### src/hdl/itra_pkg.sv
// Shared types and constants of the integer to radix ASCII converter.
package itra_pkg;

    localparam logic [7:0] CH_ZERO    = 8'h30;
    localparam logic [7:0] CH_UPPER_A = 8'h41;
    localparam logic [7:0] CH_MINUS   = 8'h2D;
    localparam logic [5:0] TEN_BASE   = 6'd10;
    localparam logic [5:0] BASE_MIN   = 6'd2;
    localparam logic [5:0] BASE_MAX   = 6'd36;

    // Controller to datapath commands
    typedef struct packed {
        logic idle;
        logic load;
        logic step;
        logic write_digit;
        logic emit_sign;
        logic fetch;
        logic emit_digit;
    } itra_cmd_t;

    // Datapath to controller status
    typedef struct packed {
        logic div_last;
        logic quot_zero;
        logic count_full;
        logic sign_pending;
        logic out_free;
        logic last_digit;
    } itra_status_t;

    typedef enum logic [5:0] {
        ST_IDLE  = 6'b000001,
        ST_DIV   = 6'b000010,
        ST_WRITE = 6'b000100,
        ST_SIGN  = 6'b001000,
        ST_FETCH = 6'b010000,
        ST_LOAD  = 6'b100000
    } itra_state_t;

endpackage

### src/hdl/itra_if.sv
// Valid/ready channel interfaces for input values and output characters.
interface itra_in_if;
    logic        valid;
    logic        ready;
    logic [31:0] value;
    logic [5:0]  base;

    modport source (output valid, output value, output base, input ready);
    modport sink   (input valid, input value, input base, output ready);
endinterface

interface itra_out_if;
    logic       valid;
    logic       ready;
    logic [7:0] char_out;
    logic       last_char;

    modport source (output valid, output char_out, output last_char, input ready);
    modport sink   (input valid, input char_out, input last_char, output ready);
endinterface

### src/hdl/itra_ctrl.sv
// Sequencing state machine of the radix converter.
module itra_ctrl
    import itra_pkg::*;
(
    input  logic         clk,
    input  logic         rst_n,
    input  logic         in_valid,
    input  itra_status_t st,
    output itra_cmd_t    cmd
);

    itra_state_t state_reg;
    itra_state_t state_next;

    always_ff @(posedge clk or negedge rst_n)
    begin
        if (!rst_n)
        begin
            state_reg <= ST_IDLE;
        end
        else
        begin
            state_reg <= state_next;
        end
    end

    always_comb
    begin
        cmd        = '0;
        state_next = state_reg;
        unique case (state_reg)
            ST_IDLE:
            begin
                cmd.idle = 1'b1;
                if (in_valid)
                begin
                    cmd.load   = 1'b1;
                    state_next = ST_DIV;
                end
            end
            ST_DIV:
            begin
                cmd.step = 1'b1;
                if (st.div_last)
                begin
                    state_next = ST_WRITE;
                end
            end
            ST_WRITE:
            begin
                cmd.write_digit = 1'b1;
                if (st.quot_zero || st.count_full)
                begin
                    state_next = ST_SIGN;
                end
                else
                begin
                    state_next = ST_DIV;
                end
            end
            ST_SIGN:
            begin
                if (!st.sign_pending)
                begin
                    state_next = ST_FETCH;
                end
                else if (st.out_free)
                begin
                    cmd.emit_sign = 1'b1;
                    state_next    = ST_FETCH;
                end
            end
            ST_FETCH:
            begin
                cmd.fetch  = 1'b1;
                state_next = ST_LOAD;
            end
            ST_LOAD:
            begin
                if (st.out_free)
                begin
                    cmd.emit_digit = 1'b1;
                    state_next     = st.last_digit ? ST_IDLE : ST_FETCH;
                end
            end
            default:
            begin
                state_next = ST_IDLE;
            end
        endcase
    end

endmodule

### src/hdl/itra_datapath.sv
// Bit-serial divider, digit memory and output register of the radix converter.
module itra_datapath
    import itra_pkg::*;
#(
    parameter int VALUE_BITS = 32,
    parameter int MAX_DIGITS = 32
)
(
    input  logic         clk,
    input  logic         rst_n,
    input  itra_cmd_t    cmd,
    output itra_status_t st,
    input  logic [31:0]  value,
    input  logic [5:0]   base,
    input  logic         out_ready,
    output logic         out_valid,
    output logic [7:0]   char_out,
    output logic         last_char
);

    localparam int BW = $clog2(VALUE_BITS);
    localparam int CW = $clog2(MAX_DIGITS + 1);
    localparam int AW = $clog2(MAX_DIGITS);

    logic [VALUE_BITS-1:0] q_reg;
    logic [5:0]            rem_reg;
    logic [5:0]            base_reg;
    logic [BW-1:0]         bit_cnt_reg;
    logic [CW-1:0]         count_reg;
    logic                  sign_reg;
    logic [5:0]            mem [MAX_DIGITS];
    logic [5:0]            rd_data_reg;
    logic                  out_valid_reg;
    logic [7:0]            char_reg;
    logic                  last_reg;

    logic [VALUE_BITS-1:0] raw;
    logic                  neg;
    logic [VALUE_BITS-1:0] mag;
    logic [5:0]            base_sat;
    logic [6:0]            trial;
    logic                  ge;
    logic [5:0]            rem_next;
    logic [AW-1:0]         wr_addr;
    logic [AW-1:0]         rd_addr;
    logic [CW-1:0]         count_dec;

    function automatic logic [7:0] digit_char(input logic [5:0] d);
        logic [7:0] c;
        if (d < TEN_BASE)
        begin
            c = 8'(CH_ZERO + {2'b00, d});
        end
        else
        begin
            c = 8'(CH_UPPER_A + {2'b00, d} - {2'b00, TEN_BASE});
        end
        return c;
    endfunction

    // Magnitude through unsigned negation so the most negative value survives
    assign raw = value[VALUE_BITS-1:0];
    assign neg = raw[VALUE_BITS-1];
    assign mag = neg ? (~raw + {{(VALUE_BITS-1){1'b0}}, 1'b1}) : raw;

    always_comb
    begin
        priority if (base < BASE_MIN)
        begin
            base_sat = BASE_MIN;
        end
        else if (base > BASE_MAX)
        begin
            base_sat = BASE_MAX;
        end
        else
        begin
            base_sat = base;
        end
    end

    // One restoring division step: shift in the next quotient bit
    assign trial    = {rem_reg, q_reg[VALUE_BITS-1]};
    assign ge       = trial >= {1'b0, base_reg};
    assign rem_next = ge ? 6'(trial - {1'b0, base_reg}) : trial[5:0];

    assign count_dec = count_reg - {{(CW-1){1'b0}}, 1'b1};
    assign wr_addr   = count_reg[AW-1:0];
    assign rd_addr   = count_dec[AW-1:0];

    always_ff @(posedge clk or negedge rst_n)
    begin
        if (!rst_n)
        begin
            q_reg       <= '0;
            rem_reg     <= '0;
            bit_cnt_reg <= '0;
            count_reg   <= '0;
            sign_reg    <= 1'b0;
        end
        else
        begin
            priority if (cmd.load)
            begin
                q_reg       <= mag;
                rem_reg     <= '0;
                bit_cnt_reg <= '0;
                count_reg   <= '0;
                sign_reg    <= neg && (base_sat == TEN_BASE);
            end
            else if (cmd.step)
            begin
                q_reg       <= {q_reg[VALUE_BITS-2:0], ge};
                rem_reg     <= rem_next;
                bit_cnt_reg <= bit_cnt_reg + {{(BW-1){1'b0}}, 1'b1};
            end
            else if (cmd.write_digit)
            begin
                rem_reg     <= '0;
                bit_cnt_reg <= '0;
                count_reg   <= count_reg + {{(CW-1){1'b0}}, 1'b1};
            end
            else if (cmd.emit_digit)
            begin
                count_reg <= count_dec;
            end
        end
    end

    always_ff @(posedge clk)
    begin
        if (cmd.load)
        begin
            base_reg <= base_sat;
        end
    end

    always_ff @(posedge clk)
    begin
        if (cmd.write_digit)
        begin
            mem[wr_addr] <= rem_reg;
        end
        if (cmd.fetch)
        begin
            rd_data_reg <= mem[rd_addr];
        end
    end

    always_ff @(posedge clk or negedge rst_n)
    begin
        if (!rst_n)
        begin
            out_valid_reg <= 1'b0;
        end
        else if (cmd.emit_sign || cmd.emit_digit)
        begin
            out_valid_reg <= 1'b1;
        end
        else if (out_ready)
        begin
            out_valid_reg <= 1'b0;
        end
    end

    always_ff @(posedge clk)
    begin
        priority if (cmd.emit_sign)
        begin
            char_reg <= CH_MINUS;
            last_reg <= 1'b0;
        end
        else if (cmd.emit_digit)
        begin
            char_reg <= digit_char(rd_data_reg);
            last_reg <= st.last_digit;
        end
    end

    assign st.div_last     = bit_cnt_reg == BW'(VALUE_BITS - 1);
    assign st.quot_zero    = q_reg == '0;
    assign st.count_full   = count_reg == CW'(MAX_DIGITS - 1);
    assign st.sign_pending = sign_reg;
    assign st.out_free     = !out_valid_reg || out_ready;
    assign st.last_digit   = count_reg == CW'(1);

    assign out_valid = out_valid_reg;
    assign char_out  = char_reg;
    assign last_char = last_reg;

    a_no_overwrite: assert property (@(posedge clk) disable iff (!rst_n)
        (cmd.emit_sign || cmd.emit_digit) |-> (!out_valid_reg || out_ready))
        else $error("output item overwritten while waiting");

    a_rem_below_base: assert property (@(posedge clk) disable iff (!rst_n)
        cmd.write_digit |-> (rem_reg < base_reg))
        else $error("remainder digit not below base");

    a_count_bound: assert property (@(posedge clk) disable iff (!rst_n)
        count_reg <= CW'(MAX_DIGITS))
        else $error("digit count beyond store depth");

    a_base_range: assert property (@(posedge clk) disable iff (!rst_n)
        cmd.step |-> (base_reg >= BASE_MIN && base_reg <= BASE_MAX))
        else $error("division with base out of range");

endmodule

### src/hdl/integer_to_radix_ascii_core.sv
// Top level of the integer to radix ASCII converter.
//
// Converts one signed value per input item into its ASCII digit string in a
// base from 2 to 36 (0-9 then A-Z), most significant digit first, one output
// item per character with last_char set on the final one. A leading minus
// sign is emitted only for negative values in base ten; other bases convert
// the magnitude alone. Zero gives "0"; bases below 2 or above 36 saturate.
// Sequence: a bit-serial restoring divider produces the remainder digits into
// the digit memory, then a sign check runs, then each character is fetched
// from the digit memory and loaded into the output register. A stall on the
// output side holds the sign and character steps. The next item is taken
// once the last character sits in the output register, even while that
// character still waits to be taken.
module integer_to_radix_ascii_core
    import itra_pkg::*;
#(
    parameter int VALUE_BITS = 32,
    parameter int MAX_DIGITS = 32
)
(
    input  logic              clk,
    input  logic              rst_n,
    itra_in_if.sink           in_ch,
    itra_out_if.source        out_ch
);

    itra_cmd_t    cmd;
    itra_status_t st;

    // Accept a new item only when the sequencer is idle
    assign in_ch.ready = cmd.idle;

    itra_ctrl u_ctrl (
        .clk      (clk),
        .rst_n    (rst_n),
        .in_valid (in_ch.valid),
        .st       (st),
        .cmd      (cmd)
    );

    itra_datapath #(
        .VALUE_BITS (VALUE_BITS),
        .MAX_DIGITS (MAX_DIGITS)
    ) u_datapath (
        .clk       (clk),
        .rst_n     (rst_n),
        .cmd       (cmd),
        .st        (st),
        .value     (in_ch.value),
        .base      (in_ch.base),
        .out_ready (out_ch.ready),
        .out_valid (out_ch.valid),
        .char_out  (out_ch.char_out),
        .last_char (out_ch.last_char)
    );

endmodule

### src/flat_wrapper.sv
// flat-port wrapper written by rule: the top's interface ports become plain ports
module integer_to_radix_ascii_core_flat import itra_pkg::*;
#(
    parameter int VALUE_BITS = 32,
    parameter int MAX_DIGITS = 32
)
  (clk, rst_n, in_ch_valid, in_ch_value, in_ch_base, in_ch_ready, out_ch_valid, out_ch_char_out, out_ch_last_char, out_ch_ready);
  itra_in_if in_ch_i ();
  itra_out_if out_ch_i ();
  input  logic clk;
  input  logic rst_n;
  input wire logic [$bits(in_ch_i.valid)-1:0] in_ch_valid;
  input wire logic [$bits(in_ch_i.value)-1:0] in_ch_value;
  input wire logic [$bits(in_ch_i.base)-1:0] in_ch_base;
  output wire logic [$bits(in_ch_i.ready)-1:0] in_ch_ready;
  output wire logic [$bits(out_ch_i.valid)-1:0] out_ch_valid;
  output wire logic [$bits(out_ch_i.char_out)-1:0] out_ch_char_out;
  output wire logic [$bits(out_ch_i.last_char)-1:0] out_ch_last_char;
  input wire logic [$bits(out_ch_i.ready)-1:0] out_ch_ready;
  assign in_ch_i.valid = in_ch_valid;
  assign in_ch_i.value = in_ch_value;
  assign in_ch_i.base = in_ch_base;
  assign in_ch_ready = in_ch_i.ready;
  assign out_ch_valid = out_ch_i.valid;
  assign out_ch_char_out = out_ch_i.char_out;
  assign out_ch_last_char = out_ch_i.last_char;
  assign out_ch_i.ready = out_ch_ready;
  integer_to_radix_ascii_core #(.VALUE_BITS(VALUE_BITS), .MAX_DIGITS(MAX_DIGITS)) u_core (.clk(clk), .rst_n(rst_n), .in_ch(in_ch_i), .out_ch(out_ch_i));
endmodule
### config.mk
export PLATFORM = sky130hd
export DESIGN_NAME = integer_to_radix_ascii_core_flat
export DESIGN_NICKNAME = d
export VERILOG_FILES = /design/src/hdl/itra_pkg.sv /design/src/hdl/itra_if.sv /design/src/hdl/itra_ctrl.sv /design/src/hdl/itra_datapath.sv /design/src/hdl/integer_to_radix_ascii_core.sv /design/src/flat_wrapper.sv
export SDC_FILE = /design/constraint.sdc
export NUM_CORES = 1
export LEC_CHECK = 0
export BUFFER_PORTS_ARGS = -buffer_cell sky130_fd_sc_hd__buf_2
export CORE_MARGIN = 10
export CORE_UTILIZATION = 60
export DETAILED_ROUTE_END_ITERATION = 10
export PLACE_DENSITY = 0.78
export SETUP_SLACK_MARGIN = 0.4
export SYNTH_ARGS = -nofsm -noshare
export SYNTH_HDL_FRONTEND = slang
export SYNTH_SLANG_ARGS = --single-unit
### constraint.sdc
create_clock -name clk -period 9.3 [get_ports clk]
set_input_delay 1.86 -clock clk [delete_from_list [all_inputs] [get_ports clk]]
set_output_delay 1.86 -clock clk [all_outputs]
set_load 0.005 [all_outputs]
After elaboration in Yosys (flattened, before gate mapping)
Memory sizes are Yosys's and may differ from the RTL's. A register that Yosys moved wholly into a read port is not among the register bits.
Cells that the tools add are included.
{"block": "word_totals", "ff_bits": 72, "ram_bits": 192, "input_bits": 42, "out_inout_bits": 11, "elab_cells": 89, "mem_count": 1}
{"block": "classes", "add_sub_neg": 8, "order_cmp": 4, "n_eq_ne": 15, "mux": 38, "bitwise": 1, "n_reduce_logical": 12}
{"name": "u_core.u_datapath.mem", "depth": 32, "word_bits": 6, "read_ports": 1, "rd_clocked_by_memory_dff": 1, "wr": 1, "line_no": "itra_datapath.sv:31", "rtl": "logic [5:0] mem [MAX_DIGITS];"}
{"operator": "32-bit 2-to-1 mux", "n": 3}
{"operator": "6-bit 2-to-1 mux", "n": 15}
{"operator": "6-bit one-hot mux with 6 select lines", "n": 1}
{"operator": "32-bit by 1-bit adder with 32-bit output (second input constant)", "n": 1}
{"operator": "32-bit logical NOT", "n": 1}
{"operator": "32-bit NOT", "n": 1}
{"operator": "5-bit 2-to-1 mux", "n": 4}
{"operator": "6-bit by 1-bit equality test with 1-bit output (second input constant)", "n": 2}
{"operator": "6-bit by 4-bit equality test with 1-bit output (second input constant)", "n": 2}
{"operator": "6-bit by 5-bit equality test with 1-bit output (second input constant)", "n": 2}
{"operator": "1-bit 2-to-1 mux", "n": 12}
{"operator": "7-bit by 6-bit adder with 8-bit output (first input constant)", "n": 1}
{"operator": "8-bit 2-to-1 mux", "n": 1}
{"operator": "8-bit by 4-bit subtractor with 8-bit output (second input constant)", "n": 1}
{"operator": "6-bit by 6-bit adder with 7-bit output (first input constant)", "n": 1}
{"operator": "7-bit by 6-bit >= comparator with 1-bit output", "n": 1}
{"operator": "6-bit by 1-bit adder with 6-bit output (second input constant)", "n": 1}
{"operator": "6-bit by 2-bit equality test with 1-bit output (second input constant)", "n": 1}
{"operator": "6-bit by 3-bit equality test with 1-bit output (second input constant)", "n": 1}
{"operator": "6-bit equality test (second input constant)", "n": 1}
{"operator": "6-bit > comparator (second input constant)", "n": 1}
{"operator": "6-bit by 2-bit less-than comparator with 1-bit output (second input constant)", "n": 1}
{"operator": "6-bit by 4-bit less-than comparator with 1-bit output (second input constant)", "n": 1}
{"operator": "2-bit by 1-bit != test with 1-bit output (second input constant)", "n": 3}
{"operator": "other kinds (15)", "n": 19}

Logic depth before layout (Yosys ltp)
{"block": "logic_depth", "ltp_word": 8, "depth_mapped": 10, "ltp_nobuf": 8}

Modules after synthesis
From an unflattened synthesis, not the netlist that was laid out.
{"block": "unflattened", "cells_unflattened": 879, "area_unflattened_um2": 12467.0}
{"module": "itra_datapath", "n_inst": 1, "cells_per_inst": 837, "area_per_inst_um2": 12086.6, "seq_area_each_um2": 7562.3}
{"module": "itra_ctrl", "n_inst": 1, "cells_per_inst": 42, "area_per_inst_um2": 380.4, "seq_area_each_um2": 151.4}

Least setup slack after synthesis
Ideal clock, no wire load.
{"block": "synth_timing", "path_type": "input to register", "start": "in in_ch_value[4]", "end": "reg u_core.u_datapath.q_reg[25]", "setup_time_ps": 135, "arrival_time_ps": 3552, "required_time_ps": 9165, "setup_slack_ps": 5613, "path_stages": 7, "path_cell_list": "or4_1 > buf_2 > or3_1 > buf_6 > o41ai_2 > xor2_1 > o21ai_0"}
{"block": "synth_via", "elab_chain_len": 4}
{"element": "start, declared", "line_no": "flat_wrapper.sv:13", "rtl": "input wire logic [$bits(in_ch_i.value)-1:0] in_ch_value;"}
{"element": "32-bit NOT", "line_no": "itra_datapath.sv:64", "rtl": "assign mag = neg ? (~raw + {{(VALUE_BITS-1){1'b0}}, 1'b1}) : raw;"}
{"element": "32-bit by 1-bit adder with 32-bit output", "line_no": "itra_datapath.sv:64"}
{"element": "32-bit 2-to-1 mux", "line_no": "itra_datapath.sv:64"}
{"element": "32-bit 2-to-1 mux", "line_no": "itra_datapath.sv:103", "rtl": "priority if (cmd.load)"}
{"element": "end signal, assigned", "line_no": "itra_datapath.sv:105", "rtl": "q_reg <= mag;"}
{"element": "end signal, assigned", "line_no": "itra_datapath.sv:113", "rtl": "q_reg <= {q_reg[VALUE_BITS-2:0], ge};"}
{"element": "end, declared", "line_no": "itra_datapath.sv:25", "rtl": "logic [VALUE_BITS-1:0] q_reg;"}
No other way between the ends.
A chain may end at the register's enable or synchronous reset.

Worst setup path after layout
{"block": "layout_timing", "start": "reg u_core.u_ctrl.state_reg[2]", "end": "out in_ch_ready"}
{"block": "layout_via", "elab_chain_len": 2}
{"element": "start, declared", "line_no": "itra_ctrl.sv:12", "rtl": "itra_state_t state_reg;"}
{"element": "start signal, assigned", "line_no": "itra_ctrl.sv:23", "rtl": "state_reg <= state_next;"}
{"element": "6-bit by 1-bit equality test with 1-bit output", "line_no": "itra_ctrl.sv:31", "rtl": "unique case (state_reg)"}
{"element": "2-bit 2-to-1 mux", "line_no": "itra_ctrl.sv:31"}
{"element": "end, declared", "line_no": "flat_wrapper.sv:15", "rtl": "output wire logic [$bits(in_ch_i.ready)-1:0] in_ch_ready;"}
No other way between the ends.

==> out/metrics.yaml <==
timing:
  rsz0062_at_grt: "false"
  relSlewSlack_pct: 16.0
  hold_viol: 0
  clock_skew_ns: 0.0171
  period_needed_ns: 3.97
  setup_violations: 0
  fin_tns_setup_ns: 0
  max_freq_mhz: 252
  drv_slew: 0
  post-route-period-util_pct: 42.6
  hold_slack_ns: 0.449
  tightest_slew_ns: 1.26
place:
  port_buffers: 51
  dp.cells: 1135
  place_congestion: 0.831
  hpwlAfterDp_um: 16900
synth:
  synthXorXnorAreaFrac_pct: 2.44
  syn-num-nets: 906
  yosysUniqueCellTypes: 70
  syn_area_um2: 12200
  ys_seq_area_share_pct: 63.1
  synth_top_family_by_area: "multiplexers"
  synth_mux_area_share_pct: 11.5
  ys_ff_latch: 269
  synth_area_leader_cell: "edfxtp_1"
  synth_edf_count: 204
  yosysTopAreaCellShare_pct: 50.1
  synth_area_leaders: "edfxtp_1, dfrtp_1, mux4_2"
  synth-main-ff-cell: "edfxtp_1"
  ys_async_sr_fraction_pct: 21.2
  yosysWarnings: 0
  synth_compound_area_share_pct: 9.07
  syn_inst: 846
  synthAdderAreaFrac_pct: 1.90
  synth_simple_gate_area_share_pct: 9.53
  syn_area_per_cell_um2: 14.5
global_routing:
  grt_usage_pct: 20.1
  grt_pass1_vias: 7651
  grt_pass1_wl_um: 42300
  overflow: 0
  antenna_found_initial: 0
  grt_max_degree: 58
min_path:
  holdPathStages: 2
  hp-class: "reg2reg"
detailed_routing:
  drc: 0
  viasPerCell: 6.39
  vias: 7561
  drt-total-wl_um: 26900
  drt_iter0_drc: 718
  dr.pass1.iters: 5
  wl_per_cell_um: 22.8
  ant_nets: 0
final_layout:
  area.growth.synth_to_final_pct: 11.6
  fill_cells: 1333
  diodes: 0
  multi_input_comb_area_um2: 4220
  final_cells: 1183
  final_nets: 953
  drive_gt1_share_pct: 20.2
  register_area_um2: 7720
  largest_reg_flops: 192
floorplanning:
  num_io_pins: 53
  die_w_um: 163
  fp.dieH_um: 163
  coreArea_um2: 20200
  die_area_um2: 26500
  fp-row-count: 52
  initial_core_util_pct: 60.6
clock_tree:
  cts_hold_buf: 0
  cts_tree: "yes"
  clk_latency_ns: 0.52
  htree_levels: 1
  clkTransAtPathRegs_ns: 0.07
  cts-root-buf: "clkbuf_16"
  cts_buffers: 26
  post_cts_resized: 0
  clock_sinks: 269
  clockBufferDepth: 3
  postCtsSetupBuffers: 0
worst_setup_path:
  cp_max_fo: 8
  startpoint_type: "register"
  worstSetupPathType: "reg2out"
  r2r_cells: 7
  crit_required_ns: 7.44
  worstPathArrival_ns: 2.11
  end_kind: "primary output"
power:
  ir_drop_uv: 140
  p_leak_uw: 0.00489
  p_per_area_nw_per_um2: 281
job:
  max-cap-violations: 0
status:
  status: "completed"
## cell usage after synthesis (4+ instances only)
library cell and number:
nor2_1 71, o31ai_1 7, dfrtp_1 56, o41ai_1 5, a21oi_1 19, nand2b_1 6, xnor2_1 12, nor3_1 17
buf_1 7, nor4_1 15, nand2_1 42, xor2_1 22, ha_1 17, a221o_1 21, nand3_1 14, or3_1 12
buf_2 7, dfxtp_1 8, inv_1 29, mux4_2 48, o221ai_1 7, o211ai_1 7, nand3b_1 4, nand4_1 6
mux2_2 12, o22ai_1 6, edfxtp_1 204, or4_1 6, a22oi_1 14, clkbuf_1 22, or2_2 6, nor2b_1 6
mux2i_1 19, o21ai_0 30
## worst paths after layout
kind                                                            startpoint                                         end  slack [ns]
worst max-delay path                u_core.u_ctrl.state_reg[2]$_DFFE_PN0P_                                 in_ch_ready        5.33
worst min-delay path            u_core.u_datapath.char_out[4]$_SDFFE_PP0P_  u_core.u_datapath.char_out[4]$_SDFFE_PP0P_        0.45
worst max register to register  u_core.u_datapath.count_reg[0]$_DFFE_PN0P_  u_core.u_datapath.rd_data_reg[3]$_DFFE_PP_        5.85
worst min register to register  u_core.u_datapath.char_out[4]$_SDFFE_PP0P_  u_core.u_datapath.char_out[4]$_SDFFE_PP0P_        0.45
max in group asynchronous                                            rst_n  u_core.u_datapath.count_reg[0]$_DFFE_PN0P_        7.28
min in group asynchronous                                            rst_n      u_core.u_ctrl.state_reg[5]$_DFFE_PN0P_        1.47
## kinds of logic (layout without fill, tap and decap cells)
logic type,count (synthesis),in the layout
flip-flops,269,269
AND/OR/NAND/NOR,226,226
XOR/XNOR,34,34
multiplexers,79,79
other,1,1
AO/OA/AOI/OAI,149,149
adder cells (fa/ha/maj),18,18
buffers and inverters,70,137
## through the flow
stage	util, %	total power (µW)	setup WS (ns)	area [µm²]
2_1_floorplan	-	2380	5.61	12200
3_3_place_gp	63.0	2660	5.09	12700
3_5_place_dp	63.0	2700	5.04	12700
4_1_cts	67.7	3840	5.33	13600
5_1_grt	67.7	3990	5.27	13600
6_report	67.7	3830	5.33	13600
## layout make-up
cell class	count	share of cell area (%)
Clock buffer	33	5.26
Clock inverter	15	1.60
Inverter	29	0.798
Multi-Input combinational cell	507	30.9
Sequential cell	269	56.6
Tap cell	270	2.48
Timing Repair Buffer	60	2.37
## layer usage
metal	part of all wire (%)	global-route usage (%)	vias to the layer above	wire [µm]
li1	-	-	3422	-
met1	40	26.4	3780	10800
met2	52	35.0	317	13900
met3	6.3	2.35	42	1700
met4	2.0	5.16	0	536
met5	0	0	-	0
## where the power goes
part / internal, µW / switching, µW / leakage [µW] / total [µW]
clock network: 710 / 437 / 0.000460 / 1150
logic: 461 / 547 / 0.00174 / 1010
registers: 1500 / 183 / 0.00269 / 1680
total: 2670 / 1170 / 0.00489 / 3830
## placed cells by master (no fill, tap or decap), types with 5 or more instances in the layout
cell,count
xor2_1,22
a21oi_1,19
nor4_1,15
or3_1,12
o211ai_1,7
dfxtp_1,8
clkinv_1,5
or2_2,6
or4_1,6
ha_1,16
xnor2_1,12
mux2_2,12
buf_2,51
o31ai_1,7
a221o_1,21
nor2b_1,6
mux2i_1,19
bufinv_16,6
nand2b_1,6
nor3_1,17
clkbuf_16,27
o221ai_1,7
nand2_1,42
nand3_1,14
o41ai_1,5
buf_4,9
edfxtp_1,204
mux4_2,48
inv_1,29
dfrtp_1,55
o21ai_0,30
o22ai_1,6
nand4_1,6
nor2_1,71
a22oi_1,14
## critical path: stages, from the launching register on
cell	delay (ns)
dfrtp_1	0.46
or4_4	0.59
or2_2	0.34
inv_1	0.08
buf_2	0.11
Note: power is estimated with default switching activity, not from simulation.
